$ cat src/hw/rtl/cvd_ram.sv
// generic single-write, single-read synchronous ram with registered read
module cvd_ram #(
   parameter int unsigned WIDTH = 8,
   parameter int unsigned DEPTH = 16
) (
   input  logic                     clock,
   input  logic                     wr_en,
   input  logic [$clog2(DEPTH)-1:0] wr_addr,
   input  logic [WIDTH-1:0]         wr_data,
   input  logic [$clog2(DEPTH)-1:0] rd_addr,
   output logic [WIDTH-1:0]         rd_data
);

   logic [WIDTH-1:0] mem_ff [DEPTH];
   logic [WIDTH-1:0] rd_data_ff;

   always_ff @(posedge clock) begin
      if (wr_en) begin
         mem_ff[wr_addr] <= wr_data;
      end
      rd_data_ff <= mem_ff[rd_addr];
   end

   assign rd_data = rd_data_ff;

endmodule

$ cat config.mk
export PLATFORM = sky130hd
export DESIGN_NAME = cvd_ram
export DESIGN_NICKNAME = d
export VERILOG_FILES = /design/src/hw/rtl/cvd_ram.sv
export SDC_FILE = /design/constraint.sdc
export NUM_CORES = 1
export LEC_CHECK = 0
export BUFFER_PORTS_ARGS = -buffer_cell sky130_fd_sc_hd__buf_4
export CORE_MARGIN = 2
export CORE_UTILIZATION = 65
export CTS_BUF_LIST = sky130_fd_sc_hd__clkbuf_4 sky130_fd_sc_hd__clkbuf_8 sky130_fd_sc_hd__clkbuf_16
export DETAILED_ROUTE_END_ITERATION = 8
export GPL_TIMING_DRIVEN = 0
export PLACE_DENSITY = 0.84
export SLEW_MARGIN = 25
export SYNTH_ARGS = -nofsm -noshare
export SYNTH_HDL_FRONTEND = slang
export SYNTH_SLANG_ARGS = --single-unit
$ cat constraint.sdc
create_clock -name clock -period 4.8 [get_ports clock]
set_clock_uncertainty 0.2 [all_clocks]
set_input_delay 0.48 -clock clock [delete_from_list [all_inputs] [get_ports clock]]
set_output_delay 0.48 -clock clock [all_outputs]
set_load 0.1 [all_outputs]
Yosys cells after proc, flatten, opt, wreduce, memory -nomap -nowiden
Memory sizes are Yosys's and may differ from the RTL's. A register that Yosys moved wholly into a read port is not among the register bits.
Cells that the tools add are included.
{"block": "classes", "n_lt_le_gt_ge": 0, "n_shift": 0, "bitwise": 0, "n_reduce_logical": 0, "n_mux": 2, "div": 0, "addsub": 0, "mul": 0, "n_eq_ne": 0}
{"op": "1-bit 2-to-1 mux", "count": 2}
{"block": "totals", "romBits": 0, "input_bits": 18, "out_inout_bits": 8, "mem_bits_rw": 128, "wordCells": 3, "memories": 1, "latch_bits": 0, "register_bits": 0}
{"memory": "mem_ff", "words": 16, "width": 8, "rd": 1, "rd_clocked_by_memory_dff": 1, "write_ports": 1, "line_no": "14", "source": "logic [WIDTH-1:0] mem_ff [DEPTH];"}

Longest topological paths before layout
{"block": "logic_depth", "depth_word": 2, "ltp_mapped": 5, "ltp_nobuf": 3}

Worst setup path after synthesis
Ideal clock, no wire load.
{"block": "synth_timing", "path_type": "input -> register", "start": "input port wr_addr[2]", "end": "memory mem_ff[0][0], enable pin", "setup_slack_ns": 2.627, "arrival_time_ns": 1.590, "stages": 2, "path_buffers": 0, "required_ns": 4.217, "setup_time_ns": 0.383, "cell_sequence": "or3b_2 nor3_1"}
{"item": "start, declared", "line_no": "8", "source": "input logic [$clog2(DEPTH)-1:0] wr_addr,"}
{"item": "end, declared", "line_no": "14"}
No word-level cell before the write port.

Worst setup path after layout
{"block": "layout_timing", "start": "input port wr_addr[2]", "end": "memory mem_ff[3][5], enable pin"}
No word-level cell before the write port.

==> reports/results.txt <==
Outcome = complete, no violations
Finished Cell Area = 0.00612 mm2
Clock Sinks = 136
Final worst slack = 2.97 ns
Final setup vio count = 0
Highest ir drop seen on vdd = 325 uV
P&R area growth vs syn = 18.9%
FF+latch area = 0.00400 mm2
# fillers = 371
Layout cells sized above 1 = 31.2%
Synth Cell Area = 0.00515 mm2
Total die area = 0.00865 mm2
Final nets = 290
Final max-slew violation count = 0
WP data required = 4.74 ns
Max_cap viols = 0
Hold Worst Slack = 0.0913 ns
Synthesis Warnings = 0
Dpl ws = 2.44 ns
Dpl cells = 355
Top-area cell type share of the netlist area = 74.7%
Footprint of the multi-input gates = 0.00108 mm2
CTS max path bufs = 2
Post-place instance area = 0.00548 mm2
Worst Path Arrival = 1.77 ns
Ys async rst share = 0%
Slowest cell on crit path = nor2_1
Clock latency on the worst-skew pair = 0.52 ns
Critical Path Start = wr_addr[2]
Synthesized net count = 247
Crit Path Category = primary input to flop
Gpl congestion = 0.745
Root buf cell = clkbuf_8
Pwr Total = 2.92 mW
CTS resizes = 0
Area share of fa/ha/maj cells after synthesis = 0%
Detailed Place HPWL = 6060 um
First-pass GRT wire length = 15600 um
Synth top cells by count = edfxtp_1 (128), mux4_2 (18), a22oi_1 (16)
Vias in the first global route = 2497
#FFs+latches synth = 136
Final wirelength = 10500 um
Overflow after GRT = 0
Fin Setup TNS = 0 ns
Mux share of post-synthesis cell area = 15.0%
Largest cells by area after synthesis = edfxtp_1 (75%), mux4_2 (7.9%), mux4_1 (7.1%), dfxtp_1 (3.1%), a22oi_1 (2.3%)
Number of buffers and inverters on the critical path = 1
Worst hold path class = primary input to flop
Antenna Cells = 0
Die height = 93.0 um
Post-Syn Instances = 229
Iter 0 DRT Violations = 375
# rows = 32
Die Span X = 93.0 um
Rel. slew slack = 43.3%
Via-to-Cell Ratio = 6.60
Initial Util = 67.0%
Final core utilization = 79.6%
Syn Area/Cell = 22.5 um2
WL/cell = 27.2 um
Synth unique cells = 19
Count leader, synth = edfxtp_1
Clk slew on worst S/H paths = 0.06 ns
Pre-antenna DRT Iters = 5
Drc violations = 0
Critical Path, Cell by Cell = buf_4 > or3b_2 > nor2_1
Routed Antenna Nets = 0
Main combinational cell family by area after synthesis = multiplexers
Unrepaired setup endpoints after global routing = no
Sequential share of the synthesized area = 77.8%
Post-layout minimum cycle time = 1.83 ns
Layout Cells excl Fill = 387
Post-synth EDFFs = 128
GRT Overall Usage = 27.3%
CTS H-tree lvls = 4
Period utilization = 38.2%
P_leak = 2.07 nW
Delay-heaviest family, CP = simple AND/OR/NAND/NOR gates
Biggest area consumer among synthesized cells = edfxtp_1
Post-Synth Simple-Gate Area = 3.18%
Crit end category = flop
Crit-path max FO = 8
Worst R2R Start = mem_ff[5][0]
Total core area = 0.00769 mm2
Compound-Gate Fraction of Synth Area = 2.33%
TritonCTS clock tree = done
Worst Tran Pin Value = 0.847 ns
IO Pins = 26
Ys flop type = edfxtp_1
Power Dens Cells = 477 mW/mm2
DR vias = 2556
Num CTS Buffers = 17
Largest net degree at the start of global routing = 17
Xor and xnor area share after synthesis = 0%
Post-CTS setup buffer count = 0
Crit start category = primary input
PortBufs = 24
Initial antenna violation count = 0
Final Hold Viols = 0
F_max = 0.546 GHz
Critical path's largest stage delay = 0.64 ns
Hold-fix buffer count after cts = 0
Hold path startpoint = wr_data[1]
power breakdown:
| group | internal [mW] | total, mW | switching (mW) |
|---|---|---|---|
| logic | 0.0616 | 0.194 | 0.133 |
| clock network | 0.920 | 1.39 | 0.466 |
| registers | 1.33 | 1.34 | 0.00831 |
| total | 2.31 | 2.92 | 0.607 |
cell usage in the layout (no fill, tap or decap), drive strengths merged:
| master | Yosys | layout |
|---|---|---|
| nor3 | 4 | 4 |
| nand3 | 1 | 1 |
| buf | 7 | 31 |
| or3b | 1 | 1 |
| a22oi | 16 | 16 |
| clkbuf | 0 | 20 |
| nand2 | 9 | 9 |
| edfxtp | 128 | 128 |
| clkinv | 0 | 4 |
| nor2 | 13 | 13 |
| bufinv | 0 | 5 |
| mux4 | 32 | 32 |
| nand2b | 2 | 2 |
| nor2b | 1 | 1 |
| and2 | 1 | 1 |
| clkdlybuf4s25 | 3 | 3 |
| nand3b | 2 | 2 |
| clkinvlp | 0 | 3 |
| dfxtp | 8 | 8 |
| and2b | 1 | 1 |
worst reg2reg max path: cells and delay by family, from the launching register on:
kind	cells	cell delay, ns
simple gates	1	0.08
mux	1	0.61
compound gates	1	0.23
flops	1	0.41
cell type report:
class                      count  area share (%)
clock buffer                  20            7.24
sequential                   136            65.4
multi-input combinational     83            17.6
timing repair buffer          24            2.94
buffer                        10            1.41
clock inverter                12            3.27
tap                          102            2.09
worst paths after layout:
path | end | cells after the start | slack [ns]
setup / recovery | mem_ff[3][5] | 3 | 2.97
hold / removal | mem_ff[3][1] | 1 | 0.09
setup reg to reg | rd_data[0] | 3 | 3.17
hold reg to reg | rd_data[3] | 3 | 0.51
registers in the layout, summed over array words and instances (netlist names):
name and count:
mem_ff 128, rd_data 8
routing by layer:
| layer | track usage (%) | wire [um] | vias to the layer above |
|---|---|---|---|
| met3 | 6.93 | 1020 | 18 |
| li1 | - | - | 1067 |
| met5 | 0 | 0 | - |
| met2 | 40.0 | 5160 | 157 |
| met4 | 11.3 | 250 | 0 |
| met1 | 40.7 | 4100 | 1314 |
logic make-up after synthesis:
group / Yosys count
multiplexers: 32
flip-flops: 136
AND/OR/NAND/NOR: 35
buffers and inverters: 10
AO/OA/AOI/OAI: 16
No activity file was read; power rests on OpenSTA's default activity.
