<file path="src/hw/rtl/cvd_pkg.sv">
// shared types, codes and constants for the cloth distance-constraint block
package cvd_pkg;

   localparam int unsigned IDX_W  = 10;
   localparam int unsigned SUM_W  = 66;
   localparam int unsigned ROOT_W = 35;
   localparam int unsigned QUO_W  = 17;
   localparam logic [16:0] DAMP_KEEP = 17'd64881;
   localparam logic [16:0] TENSILE_RESET = 17'd65536;

   typedef enum logic [1:0] {
      OP_LOAD      = 2'd0,
      OP_INTEGRATE = 2'd1,
      OP_RELAX     = 2'd2,
      OP_READ      = 2'd3
   } op_type;

   typedef enum logic [4:0] {
      ST_IDLE,
      ST_WRAP,
      ST_LOAD,
      ST_RD_A,
      ST_LAT_A,
      ST_LAT_B,
      ST_INT_MUL,
      ST_INT_ADD,
      ST_INT_UPD,
      ST_SQ_MUL,
      ST_SQ_ACC,
      ST_SQRT_GO,
      ST_SQRT_WAIT,
      ST_DIV_INIT,
      ST_DIV,
      ST_MUL_G,
      ST_MUL_C,
      ST_REL_UPD,
      ST_WR_A,
      ST_WR_B,
      ST_RESP
   } state_type;

   typedef struct packed {
      logic [2:0][31:0] pos;
      logic [2:0][31:0] prev;
      logic             pinned;
   } vertex_type;

   function automatic logic [31:0] sat32(input logic signed [39:0] v);
      logic [31:0] r;
      if (v > 40'sh007FFFFFFF) begin
         r = 32'h7FFFFFFF;
      end else if (v < -40'sh0080000000) begin
         r = 32'h80000000;
      end else begin
         r = v[31:0];
      end
      return r;
   endfunction

endpackage

</file>
<file path="src/hw/rtl/cvd_isqrt.sv">
// iterative integer square root, two radicand bits per cycle
module cvd_isqrt (
   input  logic                         clock,
   input  logic                         reset,
   input  logic                         start,
   input  logic [cvd_pkg::SUM_W-1:0]    value,
   output logic                         done,
   output logic [cvd_pkg::ROOT_W-1:0]   root
);

   localparam int unsigned SH_W  = 2 * cvd_pkg::ROOT_W;
   localparam int unsigned REM_W = cvd_pkg::ROOT_W + 3;
   localparam int unsigned CNT_W = $clog2(cvd_pkg::ROOT_W);

   logic                        run_ff, run_in;
   logic                        done_ff, done_in;
   logic [CNT_W-1:0]            cnt_ff, cnt_in;
   logic [SH_W-1:0]             sh_ff, sh_in;
   logic [REM_W-1:0]            rem_ff, rem_in;
   logic [cvd_pkg::ROOT_W-1:0]  root_ff, root_in;
   logic [REM_W-1:0]            rem_next;
   logic [REM_W-1:0]            trial;

   assign rem_next = {rem_ff[REM_W-3:0], sh_ff[SH_W-1 -: 2]};
   assign trial    = REM_W'({root_ff, 2'b01});

   always_comb begin
      run_in  = run_ff;
      done_in = 1'b0;
      cnt_in  = cnt_ff;
      sh_in   = sh_ff;
      rem_in  = rem_ff;
      root_in = root_ff;
      if (start) begin
         run_in  = 1'b1;
         cnt_in  = '0;
         sh_in   = SH_W'(value);
         rem_in  = '0;
         root_in = '0;
      end else if (run_ff) begin
         sh_in = {sh_ff[SH_W-3:0], 2'b00};
         if (rem_next >= trial) begin
            rem_in  = rem_next - trial;
            root_in = {root_ff[cvd_pkg::ROOT_W-2:0], 1'b1};
         end else begin
            rem_in  = rem_next;
            root_in = {root_ff[cvd_pkg::ROOT_W-2:0], 1'b0};
         end
         cnt_in = cnt_ff + 1'b1;
         if (cnt_ff == CNT_W'(cvd_pkg::ROOT_W - 1)) begin
            run_in  = 1'b0;
            done_in = 1'b1;
         end
      end
   end

   always_ff @(posedge clock) begin
      if (reset) begin
         run_ff  <= 1'b0;
         done_ff <= 1'b0;
      end else begin
         run_ff  <= run_in;
         done_ff <= done_in;
      end
      cnt_ff  <= cnt_in;
      sh_ff   <= sh_in;
      rem_ff  <= rem_in;
      root_ff <= root_in;
   end

   assign done = done_ff;
   assign root = root_ff;

endmodule

</file>
<file path="config.mk">
export PLATFORM = sky130hd
export DESIGN_NAME = cvd_isqrt
export DESIGN_NICKNAME = d
export VERILOG_FILES = /design/src/hw/rtl/cvd_pkg.sv /design/src/hw/rtl/cvd_isqrt.sv
export SDC_FILE = /design/constraint.sdc
export NUM_CORES = 1
export LEC_CHECK = 0
export ABC_AREA = 1
export BUFFER_PORTS_ARGS = -buffer_cell sky130_fd_sc_hd__buf_2
export CAP_MARGIN = 5
export CORE_MARGIN = 2
export CORE_UTILIZATION = 45
export CTS_CLUSTER_DIAMETER = 150
export DETAILED_ROUTE_END_ITERATION = 10
export SLEW_MARGIN = 20
export SYNTH_ARGS = -nofsm -noshare
export SYNTH_HDL_FRONTEND = slang
export SYNTH_SLANG_ARGS = --single-unit
</file>
<file path="constraint.sdc">
create_clock -name clock -period 5.51 [get_ports clock]
set_clock_uncertainty 0.05 [all_clocks]
set_input_delay 0 -clock clock [delete_from_list [all_inputs] [get_ports clock]]
set_output_delay 0 -clock clock [all_outputs]
set_load 0.02 [all_outputs]
</file>
Yosys cells after proc, flatten, opt, wreduce, memory -nomap -nowiden. Index checks and enable logic that the tools add are counted.

Register bits after elaboration: 149. Input bits: 69. Logic and storage cells: 22.

$add $sub $neg: 2. Magnitude comparators: 1. Eq/ne operators: 1. Mux-type cells: 8. Bitwise logic cells: 1. Reduce and logical (&&, ||, !) cells: 2.

Operator list (count): $mux 66 (2); $ge 38x37->1 (1); $mux 36 (1); $sub 36x36->36 (1); $add 6x1->6 const B (1); $eq 6x6->1 const B (1); $mux 1 (5); $reduce_or 3->1 (1); $reduce_bool 2->1 (1); $not 1->1 (1).

Longest topological paths before layout. Gate-level depths: netlist (run 1).

Depth after elaboration: 4. Depth in mapped cells: 17.

Least setup slack after synthesis (run 1). OpenSTA, ideal clock, no wires.

Path type: reg2reg. Start point: reg run_ff. End point: reg sh_ff[0], enable pin. Arrival: 2.605 ns. Required time: 5.004 ns. Slack: 2.399 ns. Stages on the path, launching flop included: 4. Path buffers: 1. Clock period less this slack: 3.111 ns. Cell sequence: dfxtp_1 nor2_1 inv_2 clkbuf_1.

Cells in the longest elaborated chain, start to end: 1.

RTL lines: from (decl) (RTL line cvd_isqrt.sv:15) `logic run_ff, run_in;`; from (signal assigned) (RTL line cvd_isqrt.sv:62) `run_ff <= run_in;`; $reduce_bool 2->1 (no line); to (signal assigned) (RTL line cvd_isqrt.sv:66) `sh_ff <= sh_in;`; to (decl) (RTL line cvd_isqrt.sv:18) `logic [SH_W-1:0] sh_ff, sh_in;`.

No other way between the ends. A chain may end at the register's enable or synchronous reset.

Worst setup path after layout (run 1).
Start point: reg root_ff (netlist bit root[15]). End point: reg rem_ff[35].

Cells in the longest elaborated chain, start to end: 2. Elaborated cells on any way between the ends: 3. Those cells by class: 1 x add/sub; 1 x order compare; 1 x mux.

RTL lines: from (decl) (RTL line cvd_isqrt.sv:20) `logic [cvd_pkg::ROOT_W-1:0] root_ff, root_in;`; from (signal assigned) (RTL line cvd_isqrt.sv:68) `root_ff <= root_in;`; $sub 36x36->36 / $ge 38x37->1 (equally long branches) (RTL line cvd_isqrt.sv:43, cvd_isqrt.sv:42); $mux 36 * (RTL line cvd_isqrt.sv:42) `if (rem_next >= trial) begin`; to (signal assigned) (RTL line cvd_isqrt.sv:67) `rem_ff <= rem_in;`; to (decl) (RTL line cvd_isqrt.sv:19) `logic [REM_W-1:0] rem_ff, rem_in;`.

Every way passes the cells marked *; elsewhere a longest branch is shown, timed or not.

==> flow_metrics.tcl, run 1 <==
set metrics [dict create \
    die_y_um 142.5 \
    synth_cell_types 35 \
    grt_max_degree 84 \
    die_area_um2 20320 \
    diodes 0 \
    clock.fmax_mhz 345.5 \
    cts_buffer_depth 2 \
    grt_pass1_vias 7904 \
    groute.usage.overall_pct 23.61 \
    synth-xor-area-share_pct 1.825 \
    place.gp.congestion 0.9416 \
    synth_seq_cells 149 \
    synth-compound-area-share_pct 6.910 \
    ctsRootBufferMaster "clkbuf_16" \
    final.setup.tns_ns 0 \
    grt.overflow.total 0 \
    ys_seq_area_share_pct 42.18 \
    syn-num-nets 1337 \
    io-pin-count 105 \
    antenna_found_initial 0 \
    yosys.area.top_type_share_pct 22.95 \
    synth.area.top_cells "edfxtp_1 (23%), nand2_1 (22%), dfxtp_1 (19%), inv_1 (7.1%), ha_1 (5.6%)" \
    initial_core_util_pct 46.02 \
    syn_area_per_cell_um2 7.028 \
    drc 0 \
    final-setup-viol-count 0 \
    final_net_count 1494 \
    dieWidth_um 142.5 \
    power_leakage_nw 5.404 \
    grt_pass1_wl_um 38230 \
    p_per_area_nw_per_um2 528.2 \
    whs_ns 0.05215 \
    cts_buffers 17 \
    dp_hpwl_um 15820 \
    ant_nets 0 \
    synth_flop_cell "dfxtp_1" \
    arrival_ns 3.18 \
    crit_path_max_fanout 37 \
    period_share_pct 52.52 \
    wl_per_cell_um 14.03 \
    setup.worst_path.start_class "register" \
    synthArstFlopShare_pct 0 \
    cts_tree "yes" \
    synth_mux_area_share_pct 0 \
    fillers 1827 \
    viasPerCell 4.904 \
    drv_cap 0 \
    drive_above_1_share_pct 11.44 \
    synth_enable_flop_cells 66 \
    row_count 50 \
    wirelength_um 22910 \
    rsz0062_at_grt "no" \
    status "completed" \
    criticalPathCategory "reg -> reg" \
    clock_latency_ns 0.44 \
    drtIter0Drc 404 \
    hold_class "in -> reg" \
    relSlewSlack_pct 38.49 \
    vdd_ir_drop_max_v 0.0003244 \
    area_growth_pct 22.21 \
    hold_viol_final 0 \
    syn_inst 1229 \
    core_area_um2 18770 \
    h-tree-depth 4 \
    firstDrtPassIters 6 \
    finalCriticalPeriod_ns 2.894 \
    critPathCaptureType "register" \
    required_ns 5.79 \
    maxSlewViolCount 0 \
    yosys_warnings 0 \
    postCtsSetupBuffers 0 \
    yosysTopAreaCell "edfxtp_1" \
    synthAdderAreaFrac_pct 5.650 \
    netlist_area_um2 8637 \
    vias 8008 \
    synth_top_family_by_area "simple AND/OR/NAND/NOR gates" \
    yosys.area_share.simple_pct 33.78 \
    path_clk_slew_ns 0.07 \
    synth_common_cells "nand2_1 (507), inv_1 (164), nand3_1 (86)" \
    numPortBuffers 104 \
    clock_sinks 149 \
    worst_slew_pin_slew_ns 0.9227 \
    yosysMostFrequentCell "nand2_1" \
]
-- layer usage --
layer	track usage (%)	wire [µm]
met1	30.14	10590
met3	4.946	1085
met5	0	0
met4	6.462	328
met2	40.56	10910
-- flip-flops by register name, summed over array words and instances, names as in the netlist --
signal and count:
run_ff 1, sh_ff 70, root 35, done 1, cnt_ff 6, rem_ff 36
-- what timing repair did --
| action | 4_1_cts | 5_1_grt |
|---|---|---|
| hold buffers | 67 | 0 |
| resized for setup | 0 | 0 |
| hold endpoints to repair | 68 | 0 |
| setup endpoints to repair | 0 | 0 |
-- critical path: stages, from the launching register on --
cell,delay [ns]
dfxtp_1,0.32
inv_1,0.07
ha_1,0.35
nand2_1,0.18
inv_1,0.06
nand2_1,0.08
nand2_1,0.06
nand2_1,0.06
nand2_1,0.07
a21oi_1,0.20
nand2_2,0.10
nand2_4,0.34
nand2_4,0.38
nand2_2,0.29
nand2_1,0.08
nand2_1,0.06
nand2_1,0.04
-- report_power, final --
group	switching (mW)	total [mW]	internal [mW]	leakage, nW
registers	0.0664	1.36	1.30	1.35
logic	2.04	3.05	1.02	3.77
clock network	0.552	1.16	0.606	0.284
total	2.65	5.57	2.92	5.40
-- through the flow --
step | utilization (%) | worst slack, ns | instance area (µm²) | std cells | power (mW)
global route | 56.24 | 2.346 | 10560 | 1633 | 6.086
CTS | 56.23 | 2.645 | 10550 | 1633 | 5.597
detailed placement | 49.54 | 2.653 | 9298 | 1534 | 4.384
finish | 56.24 | 2.616 | 10560 | 1633 | 5.575
global placement | 49.54 | 2.695 | 9298 | 1534 | 4.389
floorplan | - | 2.399 | 8637 | 1229 | 3.730
-- layout make-up --
| type | instances | area [µm²] | area share (%) |
|---|---|---|---|
| sequential | 149 | 3643 | 34.52 |
| clock buffer | 17 | 425.4 | 4.030 |
| tap | 234 | 292.8 | 2.774 |
| inverter | 168 | 634.4 | 6.010 |
| multi-input combinational | 873 | 4163 | 39.44 |
| clock inverter | 15 | 160.2 | 1.517 |
| timing repair buffer | 177 | 1236 | 11.71 |
-- cell usage in the layout (no fill, tap or decap), drive strengths merged --
cell	synthesis	layout
dlygate4sd3	0	67
a21oi	29	29
o21bai	3	3
o21ai	35	35
edfxtp	66	66
dfxtp	83	83
clkinv	0	7
or2	1	1
nand3	87	87
clkinvlp	0	1
ha	39	39
nand4	9	9
nor2	70	70
nor3b	1	1
a21o	2	2
nand2b	1	1
and2	1	1
nor3	12	12
a211oi	1	1
xor2	3	3
nand2	514	514
nand3b	13	13
a31oi	1	1
clkbuf	22	17
buf	17	110
xnor2	15	15
o22ai	36	36
inv	168	175
-- path summary, 6_finish.rpt --
kind | from | to | slack (ns) | depth (start not counted)
setup / recovery | root[15] | rem_ff[35] | 2.62 | 16
hold / removal | start | rem_ff[31] | 0.05 | 5
setup reg to reg | root[15] | rem_ff[35] | 2.62 | 16
hold reg to reg | sh_ff[65] | sh_ff[67] | 0.40 | 2
-- cells by family (layout without fill, tap and decap cells) --
logic type | after synthesis | after routing
AOI/OAI and AO/OA | 107 | 107
xor gates and xnor gates | 18 | 18
adders and majority gates | 39 | 39
buffers and inverters | 207 | 377
DFF | 149 | 149
and+or+nand+nor | 709 | 709
Note: power is estimated with default switching activity, not from simulation.
==> run 2: changes to the inputs <==
ABC_AREA = 0   (was 1)
clock period = 2.7 ns   (was 5.51 ns; I/O delays follow)
==> run 2 against run 1 <==
The flow now finishes with violations (setup timing). Flip-flop and latch count is the same. Hold slack gained 0.17 ns. Design area grew 10%. Final cell count shrank 17%. Clock-buffer cell count is the same. Core utilization grew 8.7 points. Die area shrank 5.1%. Critical endpoint is now rem_ff[24].
==> flow_metrics.tcl, run 2 <==
set metrics [dict create \
    violations "setup timing" \
    reg2reg_from "root[5]" \
    firstDrtPassIters 8 \
    r2r_slack_ns -0.13 \
    largest-register "sh_ff" \
    finalCriticalPeriod_ns 2.831 \
    wirelength_um 21740 \
    dp_hpwl_um 14060 \
    required_ns 2.97 \
    layout_common_cells "buf_4 (123), nor2_1 (103), buf_2 (103)" \
    worst_slew_pin_slew_ns 0.8267 \
    die_area_um2 19270 \
    layout_commonest_cell "buf_4" \
    rsz0062_at_grt "yes" \
    worst-path-stages 12 \
    antenna_found_initial 0 \
    status "finished, violations left" \
    drc 0 \
    fillers 1428 \
    core_area_um2 17900 \
    die_y_um 138.8 \
    relSlewSlack_pct 44.89 \
    vias 7262 \
    final.setup.tns_ns -1.670 \
    place.gp.congestion 0.8844 \
    synth_cell_types 61 \
    hp-start "reset" \
    row_count 49 \
    synthArstFlopShare_pct 0 \
    ant_nets 0 \
    syn-num-nets 940 \
    finalWorstSetupSlack_ns -0.1314 \
    final-setup-viol-count 26 \
    synth_common_cells "nor2_1 (105), dfxtp_1 (83), nand2_1 (80)" \
    clock.fmax_mhz 353.2 \
    cts_tree "yes" \
    yosysTopAreaCell "edfxtp_1" \
    syn_inst 832 \
    synth_seq_cells 149 \
    synth.area.top_cells "edfxtp_1 (24%), dfxtp_1 (20%), mux2_2 (9.1%), ha_1 (6.0%), mux2i_1 (5.1%)" \
    crit_buf_inv 3 \
    reg2reg_to "rem_ff[24]" \
    groute.usage.overall_pct 22.33 \
    wl_met3_um 984 \
    ys_seq_area_share_pct 44.54 \
    synth_flop_cell "dfxtp_1" \
    area_growth_pct 42.09 \
    path_clk_slew_ns 0.07 \
    multi_input_area_um2 4541 \
    cp_cell_sequence "inv_4, ha_4, a21o_1, a21o_1, a211o_1, o211ai_2, and4_4, o31a_1, buf_6, buf_4, nand2_1, a311oi_1" \
    maxSlewViolCount 0 \
    hold_viol_final 0 \
    critPathCaptureType "register" \
    ctsRootBufferMaster "clkbuf_16" \
    final_net_count 1219 \
    largest_reg_flops 70 \
    arrival_ns 3.11 \
    yosys.area.top_type_share_pct 24.23 \
    cts_buffer_depth 2 \
    period_share_pct 104.9 \
    crit_path_top_delay_cell "dfxtp_4" \
    yosys_warnings 0 \
    wl_met2_um 10970 \
    cpLargestDelayFamily "compound AO/OA/AOI/OAI gates" \
    crit_end "rem_ff[24]" \
    hold_class "in -> reg" \
    grt_pass1_vias 7327 \
    r2r_cells 12 \
    yosysMostFrequentCell "nor2_1" \
    vdd_ir_drop_max_v 0.0004606 \
    path_common_cell "a21o_1" \
    crit_path_max_fanout 8 \
    cts_buffers 17 \
    netlist_area_um2 8180 \
    p_per_area_nw_per_um2 709.7 \
    wl_per_cell_um 16.07 \
    drtIter0Drc 402 \
    power_leakage_nw 4.899 \
    finalInstanceArea_um2 11620 \
    initial_core_util_pct 45.69 \
    drv_cap 0 \
    numPortBuffers 104 \
    drive_above_1_share_pct 37.54 \
    syn_area_per_cell_um2 9.832 \
    cpPeakStageDelay_ns 0.36 \
    criticalPathCategory "reg -> reg" \
    clock_sinks 149 \
    crit_start "root[5]" \
    diodes 0 \
    wl_met1_um 9435 \
    h-tree-depth 4 \
    grt_pass1_wl_um 35510 \
    post_dp_cell_area_um2 9981 \
    io-pin-count 105 \
    grt.overflow.total 0 \
    grt_max_degree 146 \
    setup.worst_path.start_class "register" \
    route.top_layer_used "met4" \
    synth_enable_flop_cells 66 \
    register_area_um2 3705 \
    clock_latency_ns 0.43 \
    dieWidth_um 138.8 \
    viasPerCell 5.367 \
]
run 2: what timing repair did:
action | CTS | global route
endpoints found under the setup margin | 35 | 35
endpoints found under the hold margin | 72 | 0
pin swaps | 16 | 11
resized for setup | 27 | 22
hold buffers | 68 | 0
cloned | 0 | 2
setup buffers | 5 | 6
run 2: cell families (layout without fill, tap and decap cells):
kind of cell               Yosys count  after routing  synth area share (%)
buffers and inverters               91            383                 4.405
muxes                              108            108                 14.22
xor gates and xnor gates            24             24                 2.570
adders and majority gates           39             39                 5.965
and+or+nand+nor                    259            259                 14.10
DFF                                149            149                 44.54
AOI/OAI and AO/OA                  162            162                 14.19
run 2: layout make-up:
cell class / count / share of cell area [%]
Clock inverter: 15 / 1.572
Clock buffer: 17 / 3.660
Multi-Input combinational cell: 592 / 39.06
Inverter: 45 / 1.475
Timing Repair Buffer: 306 / 19.89
Sequential cell: 149 / 31.87
Tap cell: 229 / 2.465
run 2: worst min path at each step:
stage,end,slack [ns],cells past startpoint
3_3_place_gp,run_ff,0.12,2
4_1_cts,run_ff,0.20,3
6_report,run_ff,0.22,3
5_1_grt,run_ff,0.21,3
3_5_place_dp,run_ff,0.12,2
2_1_floorplan,run_ff,0.02,1
run 2: metal layers:
metal  global-route usage (%)  vias up
li1                         -     3589
met1                    27.24     3453
met2                    38.89      187
met3                    5.594       33
met4                    7.071        0
met5                        0        -
run 2: stage by stage:
stage,instances,total power [mW],hold WS [ns],util [%],worst slack [ns]
floorplan,832,4.454,0.02238,-,0.0001079
global placement,1240,5.341,0.1168,55.75,-0.1264
detailed placement,1240,5.384,0.1213,55.75,-0.2237
CTS,1345,8.067,0.1964,63.82,-0.1028
global route,1353,8.692,0.2077,64.93,-0.2491
finish,1353,8.249,0.2211,64.93,-0.1314
run 2: worst reg2reg max path, cell delays in order, from the launching register on:
cell	delay, ns
dfxtp_4	0.36
inv_4	0.03
ha_4	0.23
a21o_1	0.20
a21o_1	0.19
a211o_1	0.33
o211ai_2	0.22
and4_4	0.27
o31a_1	0.20
buf_6	0.17
buf_4	0.13
nand2_1	0.05
a311oi_1	0.29
run 2: report_power, final:
group          leakage, nW  internal [mW]  switching (mW)
Sequential            1.36           2.57           0.116
Clock                0.297           1.33            1.13
Combinational         3.24           1.57            1.54
Total                 4.90           5.47            2.78
